File: src/rtl/lcp_pkg.sv
package lcp_pkg;

  localparam logic [7:0] CHAR_LF    = 8'd10;
  localparam logic [7:0] CHAR_CR    = 8'd13;
  localparam logic [7:0] CHAR_TAB   = 8'd9;
  localparam logic [7:0] CHAR_SPACE = " ";
  localparam logic [7:0] CHAR_COMMA = ",";
  localparam logic [7:0] CHAR_COLON = ":";
  localparam logic [7:0] CHAR_PLUS  = "+";
  localparam logic [7:0] CHAR_MINUS = "-";
  localparam logic [7:0] CHAR_ZERO  = "0";
  localparam logic [7:0] CHAR_NINE  = "9";
  localparam logic [7:0] FIELD_COLOUR = "C";
  localparam logic [7:0] FIELD_ERROR  = "E";

  // colour tokens, upper case, left aligned in 6 characters
  localparam logic [47:0] WORD_BLUE   = {"BLUE", 16'h0000};
  localparam logic [47:0] WORD_PURPLE = "PURPLE";
  localparam logic [47:0] WORD_BROWN  = {"BROWN", 8'h00};

  localparam logic [2:0] LEN_BLUE   = 3'd4;
  localparam logic [2:0] LEN_PURPLE = 3'd6;
  localparam logic [2:0] LEN_BROWN  = 3'd5;

  // event codes of the error field (16-bit two's complement)
  localparam logic [15:0] EV_RIGHT    = 16'd1000;
  localparam logic [15:0] EV_LEFT     = 16'hFC18;  // -1000
  localparam logic [15:0] EV_PLATFORM = 16'd2000;
  localparam logic [15:0] EV_PURPLE   = 16'd3000;
  localparam logic [15:0] EV_BROWN    = 16'd4000;
  localparam logic [15:0] EV_STOP     = 16'd9999;

  typedef enum logic [2:0] {
    CMD_RIGHT    = 3'd0,
    CMD_LEFT     = 3'd1,
    CMD_PLATFORM = 3'd2,
    CMD_PURPLE   = 3'd3,
    CMD_BROWN    = 3'd4,
    CMD_STOP     = 3'd5
  } cmd_t;

  typedef struct packed {
    logic        is_command;
    logic [2:0]  command_code;
    logic [15:0] track_error;
  } scan_res_t;

  function automatic logic [7:0] up_case(input logic [7:0] c);
    if (c >= "a" && c <= "z") begin
      return c - 8'd32;
    end
    return c;
  endfunction

  function automatic logic [7:0] word_char(input logic [47:0] w, input logic [2:0] k);
    logic [7:0] c;
    case (k)
      3'd0:    c = w[47:40];
      3'd1:    c = w[39:32];
      3'd2:    c = w[31:24];
      3'd3:    c = w[23:16];
      3'd4:    c = w[15:8];
      3'd5:    c = w[7:0];
      default: c = 8'h00;
    endcase
    return c;
  endfunction

  function automatic logic is_blank(input logic [7:0] c);
    return (c == CHAR_SPACE) || (c == CHAR_TAB);
  endfunction

endpackage

File: src/rtl/lcp_ram.sv
module lcp_ram #(
  parameter int WIDTH = 8,
  parameter int DEPTH = 48,
  parameter int AW    = $clog2(DEPTH)
) (
  input  logic             clk,
  input  logic             we,
  input  logic [AW-1:0]    waddr,
  input  logic [WIDTH-1:0] wdata,
  input  logic [AW-1:0]    raddr,
  output logic [WIDTH-1:0] rdata
);

  logic [WIDTH-1:0] mem [DEPTH];

  always_ff @(posedge clk) begin
    if (we) begin
      mem[waddr] <= wdata;
    end
    rdata <= mem[raddr];
  end

endmodule

File: src/rtl/lcp_scan.sv
module lcp_scan
  import lcp_pkg::*;
#(
  parameter int LINE_DEPTH = 48,
  parameter int AW         = $clog2(LINE_DEPTH)
) (
  input  logic            clk,
  input  logic            rst,
  input  logic            start,
  input  logic [AW-1:0]   start_len,
  output logic [AW-1:0]   rd_addr,
  input  logic [7:0]      rd_data,
  output logic            idle,
  output logic            res_valid,
  input  logic            res_ready,
  output scan_res_t       res
);

  typedef enum logic [7:0] {
    S_IDLE   = 8'b0000_0001,
    S_FIND   = 8'b0000_0010,
    S_CBLANK = 8'b0000_0100,
    S_CTOK   = 8'b0000_1000,
    S_EBLANK = 8'b0001_0000,
    S_EDIG   = 8'b0010_0000,
    S_MAP    = 8'b0100_0000,
    S_DONE   = 8'b1000_0000
  } scan_state_t;

  scan_state_t state, state_next;
  logic [AW-1:0] idx, idx_next;
  logic [AW-1:0] len, len_next;
  logic [7:0]    prev, prev_next;
  logic          c_found, c_found_next;
  logic          e_found, e_found_next;
  logic [AW-1:0] c_pos, c_pos_next;
  logic [AW-1:0] e_pos, e_pos_next;
  logic [2:0]    tok_len, tok_len_next;
  logic          m_blue, m_blue_next;
  logic          m_purple, m_purple_next;
  logic          m_brown, m_brown_next;
  logic          neg, neg_next;
  logic          digits, digits_next;
  logic [15:0]   val, val_next;
  scan_res_t     res_next;

  logic          at_end;
  logic [AW-1:0] e_start;
  logic [7:0]    uc;
  logic          delim;
  logic          is_digit;

  // rd_data always holds the byte at idx (the RAM read was issued at idx_next in the cycle before)
  assign at_end   = (idx >= len);
  assign e_start  = e_found ? e_pos : '0;
  assign uc       = up_case(rd_data);
  assign delim    = (rd_data == CHAR_COMMA) || is_blank(rd_data);
  assign is_digit = (rd_data >= CHAR_ZERO) && (rd_data <= CHAR_NINE);

  assign rd_addr   = idx_next;
  assign idle      = (state == S_IDLE);
  assign res_valid = (state == S_DONE);

  always_comb begin
    state_next    = state;
    idx_next      = idx;
    len_next      = len;
    prev_next     = prev;
    c_found_next  = c_found;
    e_found_next  = e_found;
    c_pos_next    = c_pos;
    e_pos_next    = e_pos;
    tok_len_next  = tok_len;
    m_blue_next   = m_blue;
    m_purple_next = m_purple;
    m_brown_next  = m_brown;
    neg_next      = neg;
    digits_next   = digits;
    val_next      = val;
    res_next      = res;
    unique case (state)
      S_IDLE: begin
        idx_next = '0;
        if (start) begin
          len_next     = start_len;
          c_found_next = 1'b0;
          e_found_next = 1'b0;
          neg_next     = 1'b0;
          digits_next  = 1'b0;
          val_next     = '0;
          state_next   = S_FIND;
        end
      end
      S_FIND: begin
        // one pass finds the first C: and the first E:
        if (at_end) begin
          if (c_found) begin
            idx_next   = c_pos;
            state_next = S_CBLANK;
          end else begin
            idx_next   = e_start;
            state_next = S_EBLANK;
          end
        end else begin
          if (idx != '0 && rd_data == CHAR_COLON) begin
            if (!c_found && up_case(prev) == FIELD_COLOUR) begin
              c_found_next = 1'b1;
              c_pos_next   = idx + AW'(1);
            end
            if (!e_found && up_case(prev) == FIELD_ERROR) begin
              e_found_next = 1'b1;
              e_pos_next   = idx + AW'(1);
            end
          end
          prev_next = rd_data;
          idx_next  = idx + AW'(1);
        end
      end
      S_CBLANK: begin
        if (at_end) begin
          idx_next   = e_start;
          state_next = S_EBLANK;
        end else if (is_blank(rd_data)) begin
          idx_next = idx + AW'(1);
        end else begin
          // token starts here; re-read this byte in S_CTOK
          tok_len_next  = '0;
          m_blue_next   = 1'b1;
          m_purple_next = 1'b1;
          m_brown_next  = 1'b1;
          state_next    = S_CTOK;
        end
      end
      S_CTOK: begin
        if (at_end || delim) begin
          res_next.is_command  = 1'b1;
          res_next.track_error = '0;
          if (tok_len == LEN_BLUE && m_blue) begin
            res_next.command_code = CMD_PLATFORM;
            state_next            = S_DONE;
          end else if (tok_len == LEN_PURPLE && m_purple) begin
            res_next.command_code = CMD_PURPLE;
            state_next            = S_DONE;
          end else if (tok_len == LEN_BROWN && m_brown) begin
            res_next.command_code = CMD_BROWN;
            state_next            = S_DONE;
          end else begin
            idx_next   = e_start;
            state_next = S_EBLANK;
          end
        end else begin
          m_blue_next   = m_blue && (uc == word_char(WORD_BLUE, tok_len));
          m_purple_next = m_purple && (uc == word_char(WORD_PURPLE, tok_len));
          m_brown_next  = m_brown && (uc == word_char(WORD_BROWN, tok_len));
          // saturate: any token this long fails the length check
          if (tok_len != 3'd7) begin
            tok_len_next = tok_len + 3'd1;
          end
          idx_next = idx + AW'(1);
        end
      end
      S_EBLANK: begin
        if (at_end) begin
          state_next = S_IDLE;
        end else if (is_blank(rd_data)) begin
          idx_next = idx + AW'(1);
        end else if (rd_data == CHAR_MINUS) begin
          neg_next   = 1'b1;
          idx_next   = idx + AW'(1);
          state_next = S_EDIG;
        end else if (rd_data == CHAR_PLUS) begin
          idx_next   = idx + AW'(1);
          state_next = S_EDIG;
        end else begin
          state_next = S_EDIG;
        end
      end
      S_EDIG: begin
        if (at_end || !is_digit) begin
          if (digits) begin
            val_next   = neg ? (16'd0 - val) : val;
            state_next = S_MAP;
          end else begin
            state_next = S_IDLE;
          end
        end else begin
          // value wraps modulo 2^16
          val_next    = (val << 3) + (val << 1) + {12'd0, rd_data[3:0]};
          digits_next = 1'b1;
          idx_next    = idx + AW'(1);
        end
      end
      S_MAP: begin
        res_next.is_command   = 1'b1;
        res_next.command_code = CMD_RIGHT;
        res_next.track_error  = '0;
        if (val == EV_RIGHT) begin
          res_next.command_code = CMD_RIGHT;
        end else if (val == EV_LEFT) begin
          res_next.command_code = CMD_LEFT;
        end else if (val == EV_PLATFORM) begin
          res_next.command_code = CMD_PLATFORM;
        end else if (val == EV_PURPLE) begin
          res_next.command_code = CMD_PURPLE;
        end else if (val == EV_BROWN) begin
          res_next.command_code = CMD_BROWN;
        end else if (val == EV_STOP) begin
          res_next.command_code = CMD_STOP;
        end else begin
          res_next.is_command  = 1'b0;
          res_next.track_error = val;
        end
        state_next = S_DONE;
      end
      S_DONE: begin
        if (res_ready) begin
          state_next = S_IDLE;
        end
      end
      default: begin
        state_next = S_IDLE;
      end
    endcase
  end

  always_ff @(posedge clk) begin
    if (rst) begin
      state <= S_IDLE;
      idx   <= '0;
    end else begin
      state <= state_next;
      idx   <= idx_next;
    end
    len      <= len_next;
    prev     <= prev_next;
    c_found  <= c_found_next;
    e_found  <= e_found_next;
    c_pos    <= c_pos_next;
    e_pos    <= e_pos_next;
    tok_len  <= tok_len_next;
    m_blue   <= m_blue_next;
    m_purple <= m_purple_next;
    m_brown  <= m_brown_next;
    neg      <= neg_next;
    digits   <= digits_next;
    val      <= val_next;
    res      <= res_next;
  end

endmodule

File: src/rtl/text_line_command_parser_core.sv
// Line command parser. Characters are stored in a line RAM of LINE_DEPTH
// entries (at most LINE_DEPTH-1 characters per line; a further character
// drops the line). CR or LF on a non-empty line starts the scanner, which
// walks the line RAM through its single read port, one byte per cycle: one
// pass finds the C: and E: fields, then the colour token and, if no colour
// matched, the signed number are read. in_ready stays low while a line is
// scanned and while the finished result waits for the output register to
// free up. A finished result sits in the output register, and characters of
// the next line are taken while it waits.
module text_line_command_parser_core
  import lcp_pkg::*;
#(
  parameter int LINE_DEPTH = 48
) (
  input  logic               clk,
  input  logic               rst,
  input  logic               in_valid,
  output logic               in_ready,
  input  logic [7:0]         data_byte,
  output logic               out_valid,
  input  logic               out_ready,
  output logic               is_command,
  output logic [2:0]         command_code,
  output logic signed [15:0] track_error
);

  localparam int AW = $clog2(LINE_DEPTH);

  logic [AW-1:0] line_length;
  logic          in_take;
  logic          is_term;
  logic          ram_we;
  logic [AW-1:0] rd_addr;
  logic [7:0]    rd_data;
  logic          scan_idle;
  logic          scan_start;
  logic          res_valid;
  logic          res_ready;
  scan_res_t     res;

  assign in_ready   = scan_idle;
  assign in_take    = in_valid && in_ready;
  assign is_term    = (data_byte == CHAR_LF) || (data_byte == CHAR_CR);
  assign scan_start = in_take && is_term && (line_length != '0);
  assign ram_we     = in_take && !is_term && (line_length != AW'(LINE_DEPTH - 1));
  assign res_ready  = !out_valid || out_ready;

  always_ff @(posedge clk) begin
    if (rst) begin
      line_length <= '0;
    end else if (in_take) begin
      if (is_term || line_length == AW'(LINE_DEPTH - 1)) begin
        line_length <= '0;
      end else begin
        line_length <= line_length + AW'(1);
      end
    end
  end

  lcp_ram #(
    .WIDTH (8),
    .DEPTH (LINE_DEPTH)
  ) u_line_ram (
    .clk   (clk),
    .we    (ram_we),
    .waddr (line_length),
    .wdata (data_byte),
    .raddr (rd_addr),
    .rdata (rd_data)
  );

  lcp_scan #(
    .LINE_DEPTH (LINE_DEPTH)
  ) u_scan (
    .clk       (clk),
    .rst       (rst),
    .start     (scan_start),
    .start_len (line_length),
    .rd_addr   (rd_addr),
    .rd_data   (rd_data),
    .idle      (scan_idle),
    .res_valid (res_valid),
    .res_ready (res_ready),
    .res       (res)
  );

  always_ff @(posedge clk) begin
    if (rst) begin
      out_valid <= 1'b0;
    end else if (res_valid && res_ready) begin
      out_valid <= 1'b1;
    end else if (out_ready) begin
      out_valid <= 1'b0;
    end
  end

  always_ff @(posedge clk) begin
    if (res_valid && res_ready) begin
      is_command   <= res.is_command;
      command_code <= res.command_code;
      track_error  <= res.track_error;
    end
  end

endmodule

File: config.mk
export PLATFORM = sky130hd
export DESIGN_NAME = text_line_command_parser_core
export DESIGN_NICKNAME = d
export VERILOG_FILES = /design/src/rtl/lcp_pkg.sv /design/src/rtl/lcp_ram.sv /design/src/rtl/lcp_scan.sv /design/src/rtl/text_line_command_parser_core.sv
export SDC_FILE = /design/constraint.sdc
export NUM_CORES = 1
export LEC_CHECK = 0
export BUFFER_PORTS_ARGS = -buffer_cell sky130_fd_sc_hd__buf_2
export CORE_UTILIZATION = 47
export CTS_BUF_LIST = sky130_fd_sc_hd__clkbuf_4 sky130_fd_sc_hd__clkbuf_8 sky130_fd_sc_hd__clkbuf_16
export DETAILED_ROUTE_END_ITERATION = 10
export HOLD_SLACK_MARGIN = 0.03
export SLEW_MARGIN = 20
export SYNTH_ARGS = -nofsm -noshare
export SYNTH_HDL_FRONTEND = slang
export SYNTH_SLANG_ARGS = --single-unit
File: constraint.sdc
create_clock -name clk -period 4.5 [get_ports clk]
set_clock_uncertainty 0.1 [all_clocks]
set_input_delay 0.45 -clock clk [delete_from_list [all_inputs] [get_ports clk]]
set_output_delay 0.45 -clock clk [all_outputs]
set_load 0.05 [all_outputs]
== Word level (Yosys, flattened, before mapping) ==
Memories as Yosys holds them, arrays and structs flattened. A register that Yosys moved wholly into a read port is not among the register bits.
Cells that the tools add are included.

* Register bits after elaboration: 113
* Memories kept: 1
* Output and inout port bits: 22
* Word-level logic and storage cells: 264
* Input bits: 12
* Memory bits (writable): 384
* ROM bits: 0
* Bits in latches: 0

* Reduce and logical (&&, ||, !) cells: 54
* Mux-type cells: 112
* Equal/unequal tests: 58
* Divide/modulo/power cells: 0
* Shift-type cells: 0
* Order comparisons: 7
* Add/sub/neg operators: 8
* Bitwise gates (word level): 1
* Multipliers: 0

{| class="wikitable"
|+ Memory list
! memory !! depth !! bits a word !! rd ports !! clocked after Yosys merged registers in !! wr ports !! RTL line !! text
|-
| u_line_ram.mem || 48 || 8 || 1 || 1 || 1 || lcp_ram.sv:14 || <nowiki>logic [WIDTH-1:0] mem [DEPTH];</nowiki>
|}

{| class="wikitable"
|+ Operator list
! cell !! count
|-
| two-way mux 8 bit || 25
|-
| two-way mux 16 bit || 10
|-
| two-way mux 6 bit || 15
|-
| one-hot mux 7 bit (5 select lines) || 2
|-
| one-hot mux 8 bit (8 select lines) || 1
|-
| equality test 8 x 6 -> 1 bit (second input constant) || 6
|-
| one-hot mux 20 bit (2 select lines) || 1
|-
| two-way mux 3 bit || 13
|-
| one-hot mux 6 bit (6 select lines) || 1
|-
| equality test 16 x 12 -> 1 bit (second input constant) || 2
|-
| equality test 8 x 4 -> 1 bit (second input constant) || 4
|-
| one-hot mux 16 bit (2 select lines) || 1
|-
| two-way mux 1 bit || 31
|-
| one-hot mux 7 bit (4 select lines) || 1
|-
| equality test 8 x 7 -> 1 bit (second input constant) || 3
|-
| equality test 8 bit || 3
|-
| two-way mux 20 bit || 1
|-
| != test 2 x 1 -> 1 bit (second input constant) || 10
|-
| AND reduction 5 bit || 4
|-
| logical AND 1 bit || 18
|-
| adder 16 bit || 1
|-
| adder 16 x 4 -> 16 bit || 1
|-
| equality test 16 x 10 -> 1 bit (second input constant) || 1
|-
| equality test 16 x 11 -> 1 bit (second input constant) || 1
|-
| other kinds (40) || 84
|}

== Depth between registers and ports, before layout ==
* Word-level depth: 16
* Gate-level depth with buffers: 17
* Gate-level depth less buffers: 14

== Cells and area by module ==
A second synthesis with hierarchy kept.

* Cells, all modules: 1504
* Area total of the unflattened synthesis: 22511.6 um^2

{| class="wikitable"
|+ By module, submodules not included
! module !! cells each !! times used !! seq. area each (um^2) !! area each (um^2)
|-
| lcp_ram || 790 || 1 || 11691.2 || 15334.7
|-
| lcp_scan || 642 || 1 || 2442.3 || 6140.9
|-
| text_line_command_parser_core || 72 || 1 || 740.7 || 1036.0
|}

== Worst setup path before layout ==
Ideal clock, no wire load.

* Path type: flip-flop to flip-flop
* Start point: register u_scan.state[7]
* End point: register u_scan.val[0] (enable)
* Setup time: 0.411 ns
* Data arrival time: 3.138 ns
* Period minus slack after synthesis: 3.650 ns
* Required time: 3.989 ns
* Setup slack: 0.850 ns
* Path buffers: 1
* Stages on the path, launching flop included: 8
* Path through: dfxtp_1 -> nor4_1 -> nand2_1 -> nor3b_2 -> nand2_1 -> or3_1 -> clkbuf_1 -> o21ai_0

* Word-level cells in the longest chain between the ends: 6
* Elaborated cells on any way between the ends: 10
* Those cells by class: eq/ne (5); reduce/logical (5)

{| class="wikitable"
|+ RTL lines
! element !! RTL line !! text
|-
| from (decl) || lcp_scan.sv:30 || <nowiki>scan_state_t state, state_next;</nowiki>
|-
| from (signal assigned) || lcp_scan.sv:231 || <nowiki>state <= state_next;</nowiki>
|-
| equality test 8 x 1 -> 1 bit * || lcp_scan.sv:61 || <nowiki>assign idle = (state == S_IDLE);</nowiki>
|-
| via in_ready || text_line_command_parser_core.sv:18 || <nowiki>output logic in_ready,</nowiki>
|-
| logical AND 1 bit || text_line_command_parser_core.sv:42 || <nowiki>assign in_take = in_valid && in_ready;</nowiki>
|-
| logical AND 1 bit (2 in series) || text_line_command_parser_core.sv:44 || <nowiki>assign scan_start = in_take && is_term && (line_length != '0);</nowiki>
|-
| != test 2 x 1 -> 1 bit (no line) || -- ||
|-
| AND reduction 4 bit (no line) * || -- ||
|-
| to (signal assigned) || lcp_scan.sv:246 || <nowiki>val <= val_next;</nowiki>
|-
| to (decl) || lcp_scan.sv:44 || <nowiki>logic [15:0] val, val_next;</nowiki>
|}

Mark *: on every way through the listed nets, which the timed path passes. The rest lies on a longest branch.
A chain may end at the register's enable or synchronous reset.

== Worst setup path in the final report ==
* Start point: register u_scan.idx[2]
* End point: register u_line_ram.rdata[3] (read register of u_line_ram.mem)

* Word-level cells in the longest chain between the ends: 6
* Elaborated cells on any way between the ends: 17
* Those cells by class: add/sub (1); order compare (1); mux (13); reduce/logical (2)

{| class="wikitable"
|+ RTL lines
! element !! RTL line !! text
|-
| from (decl) || lcp_scan.sv:31 || <nowiki>logic [AW-1:0] idx, idx_next;</nowiki>
|-
| from (signal assigned) || lcp_scan.sv:232 || <nowiki>idx <= idx_next;</nowiki>
|-
| adder 6 x 1 -> 6 bit || -- ||
|-
| two-way mux 6 bit || lcp_scan.sv:171 || <nowiki>end else if (rd_data == CHAR_PLUS) begin</nowiki>
|-
| two-way mux 6 bit || lcp_scan.sv:167 || <nowiki>end else if (rd_data == CHAR_MINUS) begin</nowiki>
|-
| two-way mux 6 bit || lcp_scan.sv:165 || <nowiki>end else if (is_blank(rd_data)) begin</nowiki>
|-
| two-way mux 6 bit || lcp_scan.sv:163 || <nowiki>if (at_end) begin</nowiki>
|-
| one-hot mux 6 bit (6 select lines) * || lcp_scan.sv:81 || <nowiki>unique case (state)</nowiki>
|-
| to (decl) || lcp_ram.sv:11 || <nowiki>output logic [WIDTH-1:0] rdata</nowiki>
|}

Every way passes the cells marked *; elsewhere a longest branch is shown, timed or not.

==> run_results.csv <==
group,metric,value,unit
outcome,outcome,"complete, no violations",
critical_path,crit_path_start_kind,"flip-flop",
pwr,switchingPower,1.93,mW
critical_path,worstPathRequired,4860,ps
drt,viasPerCell,5.75,
critical_path,reg2reg_from,"u_scan.idx[2]",
drt,wl,52000,um
synth,ys_seq_area_frac,0.656,
floorplan,num_rows,80,
critical_path,critPathArrivalTime,4640,ps
layout,antennaDiodeCount,0,
pwr,p_clk_frac,0.450,
synth,yosys_most_used_dff,"edfxtp_1",
synth,synth_top_family_by_area,"multiplexers",
drt,firstDrtPassIters,5,
floorplan,dieArea,0.0491,sq mm
timing,tns,0,ps
timing,hold_ws,70.8,ps
timing,drv_slew,0,
drt,drtIter0Drc,1078,
pwr,p_int,7.82,mW
synth,synth-seq-cells,505,
synth,async_flop_share,0,
clocking,cts_tree,"built",
floorplan,die_y,222,um
pwr,pwr-share-seq,0.530,
layout,syn_to_final_growth,13.9,%
floorplan,pin_count,34,
critical_path,crit_path_cell_trace,"ha_1, a21oi_1, o21ai_1, a221o_1, o21ai_1, nand3_1, a211oi_4, buf_12, nor2b_1, a211oi_1, a21oi_1, a221oi_1, buf_4, o221ai_1",
floorplan,start_util,0.476,
critical_path,cp-end-kind,"flip-flop",
pwr,p_leak,9.74,nW
timing,fin_ws,218,ps
critical_path,ff2ff_setup_slack,220,ps
synth,synthMuxAreaShare,0.112,
worst_hold_path,min_from,"out_ready",
placed_design,port_buffers,33,
job,drv_cap,0,
synth,synth_compound_area_frac,0.0758,
synth,syn_area_per_cell,14.5,sq um
grt,grt.total_usage,0.212,
layout,final_nets,1744,
critical_path,cp_max_fo,39,
pwr,power,9.75,mW
floorplan,core,0.0476,sq mm
worst_hold_path,holdPathStages,3,
timing,slew_headroom,0.442,
grt,grt_max_degree,75,
clocking,cts-root-buf,"clkbuf_16",
timing,setup_viol,0,
pwr,switching_share,0.198,
placed_design,hpwl,34600,um
grt,grt_pass1_vias,13200,
grt,grt_pass1_wl,79000,um
synth,synthSimpleGateAreaFrac,0.0872,
clocking,clock-sinks,505,
timing,period_minus_slack,4280,ps
critical_path,path_delay_family,"compound AO/OA/AOI/OAI gates",
timing,hold_viol_final,0,
critical_path,cp_num_cells,14,
synth,synth_nets,1626,
clocking,clk_pin_slew,60,ps
timing,post-route-period-util,0.952,
worst_hold_path,min_to,"out_valid",
grt,grt_overflow_total,0,
synth,synth_xor_area_frac,0.0143,
pwr,powerDensity,377,mW/mm^2
layout,fill_cells,3834,
drt,num_vias,13500,
synth,syn-cell-area,0.0227,sq mm
timing,rsz0062_at_grt,"no",
synth,netlist_instances,1564,
critical_path,worstReg2RegEnd,"u_line_ram.rdata[3]",
worst_hold_path,min_path_type,"in -> reg",
drt,wire_per_inst,22.2,um
floorplan,die_width,222,um
critical_path,critical_path_class,"reg -> reg",
clocking,cts_buffers,52,
synth,synth_fa_ha_area_frac,0.0282,
critical_path,cpPeakStageDelay,540,ps
placed_design,place_area,0.0241,sq mm
pwr,power.share.combinational,0.021,
clocking,clockBufferDepth,3,
timing,tightest_slew,834,ps
synth,synth.distinct_cells,84,
drt,drc,0,
critical_path,rr_worst_depth,14,
clocking,worstSkewPairLatency,600,ps
critical_path,crit_path_top_delay_cell,"a211oi_4",
placed_design,pre_cts_ws,161,ps
layout,stdcell_area,0.0258,sq mm
drt,detail-route-antenna-nets,0,
synth,synth_edf_count,476,
clocking,cts_htree_levels,2,
critical_path,critical_path_buf_inv_count,2,
synth,yosysWarnings,0,
layout,drive_above_1_share,0.166,
placed_design,gp_congestion,0.867,
timing,fmax,234,MHz
pwr,peakVddDrop,0.332,mV
grt,antenna_found_initial,1,
-- power by group through the flow --
stage / Sequential [mW] / Combinational (mW) / Clock, mW
3_5_place_dp: 5.26 / 0.201 / 0
2_1_floorplan: 5.25 / 0.0960 / 0
4_1_cts: 5.16 / 0.203 / 4.47
6_report: 5.17 / 0.201 / 4.39
3_3_place_gp: 5.26 / 0.198 / 0
5_1_grt: 5.17 / 0.219 / 4.64
-- tightest hold or removal path, stage by stage --
cell,delay [ps]
buf_2,70
nand2b_1,120
a21oi_1,70
-- registers in the layout, summed over array words and instances (netlist names), 3 cells and up --
register          count
track_error          16
u_scan.val           16
u_scan.tok_len        3
u_line_ram.rdata      8
u_line_ram.mem      384
command_code          3
u_scan.len            6
u_scan.e_pos          6
u_scan.c_pos          6
u_scan.prev           8
u_scan.res           20
line_length           6
u_scan.state          8
u_scan.idx            6
-- metrics by stage --
step,utilization,cells
floorplan,-,1564
global placement,0.505,2243
detailed placement,0.505,2243
CTS,0.542,2340
global route,0.542,2340
finish,0.542,2340
-- cells in the final DEF, fill, tap and decap left out, types with 8 or more instances in the layout --
cell / Yosys / final
mux2i_1: 217 / 217
o31ai_1: 10 / 9
dfxtp_1: 29 / 28
ha_1: 48 / 48
clkinv_1: 1 / 15
xnor2_1: 21 / 21
nand2_1: 44 / 44
buf_4: 14 / 103
a221oi_1: 9 / 9
nor2b_1: 48 / 48
buf_2: 18 / 33
nand4_1: 12 / 12
or3_1: 10 / 10
o21ai_0: 18 / 17
o22ai_1: 14 / 14
nor2_1: 125 / 125
inv_1: 31 / 31
a21oi_1: 52 / 52
and2_1: 21 / 21
a211oi_1: 49 / 48
nor3_1: 16 / 16
nor4_1: 9 / 9
edfxtp_1: 476 / 476
a2111oi_0: 9 / 9
clkbuf_4: 0 / 11
nand2b_1: 10 / 10
buf_12: 0 / 8
o221ai_1: 8 / 8
mux2_2: 32 / 32
xor2_1: 16 / 16
o2bb2ai_1: 8 / 8
nand3_1: 25 / 25
clkbuf_16: 0 / 53
-- cells in the mapped netlist, types with 9 or more instances --
cell type	number	area share
nor2_1	125	0.021
buf_2	18	0.0040
a21oi_1	52	0.011
o21ai_0	18	0.0040
and2_1	21	0.0058
xnor2_1	21	0.0081
nand3_1	25	0.0055
buf_6	15	0.0074
inv_1	31	0.0051
nand4_1	12	0.0033
mux2_2	32	0.016
nor4_1	9	0.0025
nand2_1	44	0.0073
a2111oi_0	9	0.0035
buf_4	14	0.0046
xor2_1	16	0.0062
clkbuf_1	29	0.0048
a211oi_1	49	0.016
edfxtp_1	476	0.63
or3_1	10	0.0028
ha_1	48	0.026
dfxtp_1	29	0.026
mux2i_1	217	0.096
o22ai_1	14	0.0039
a221oi_1	9	0.0035
nand2b_1	10	0.0028
nor2b_1	48	0.013
nor3_1	16	0.0035
o31ai_1	10	0.0033
-- per-layer routing --
metal / routed length [um] / track usage / vias up
met3: 2650 / 0.0270 / 83
met1: 23200 / 0.296 / 6707
met2: 24800 / 0.345 / 391
met5: 0 / 0 / -
li1: - / - / 6278
met4: 1340 / 0.0690 / 0
-- area by class of cell --
cell class,count,area [sq um],share of cell area
clock buffer,64,1410,0.0545
clock inverter,33,342,0.0132
inverter,33,124,0.00479
multi-input combinational,946,7220,0.279
sequential,505,14900,0.576
tap,615,769,0.0298
timing repair buffer,144,1100,0.0425
-- cells by family (layout without fill, tap and decap cells) --
kind of cell / count (synthesis) / count (layout)
AO/OA/AOI/OAI: 238 / 238
XOR/XNOR: 37 / 37
adder cells (fa/ha/maj): 50 / 50
buffers and inverters: 113 / 274
flip-flops: 505 / 505
multiplexers: 249 / 249
AND/OR/NAND/NOR: 372 / 372
-- worst max-delay path by stage --
| stage | start | end | slack (ps) |
|---|---|---|---|
| 2_1_floorplan | u_scan.state[7] | u_scan.val[0] | 850 |
| 3_3_place_gp | u_line_ram.rdata[3] | u_line_ram.rdata[3] | 220 |
| 3_5_place_dp | u_line_ram.rdata[3] | u_line_ram.rdata[7] | 160 |
| 4_1_cts | u_line_ram.rdata[3] | u_line_ram.rdata[7] | 110 |
| 5_1_grt | u_scan.idx[2] | u_line_ram.rdata[7] | 40 |
| 6_report | u_scan.idx[2] | u_line_ram.rdata[3] | 220 |
-- timing repair --
item                       CTS  global route
hold buffers                 0             0
resized for setup            0             3
setup buffers                0             0
setup endpoints to repair    0             8
Power figures use the tool's default switching activity.
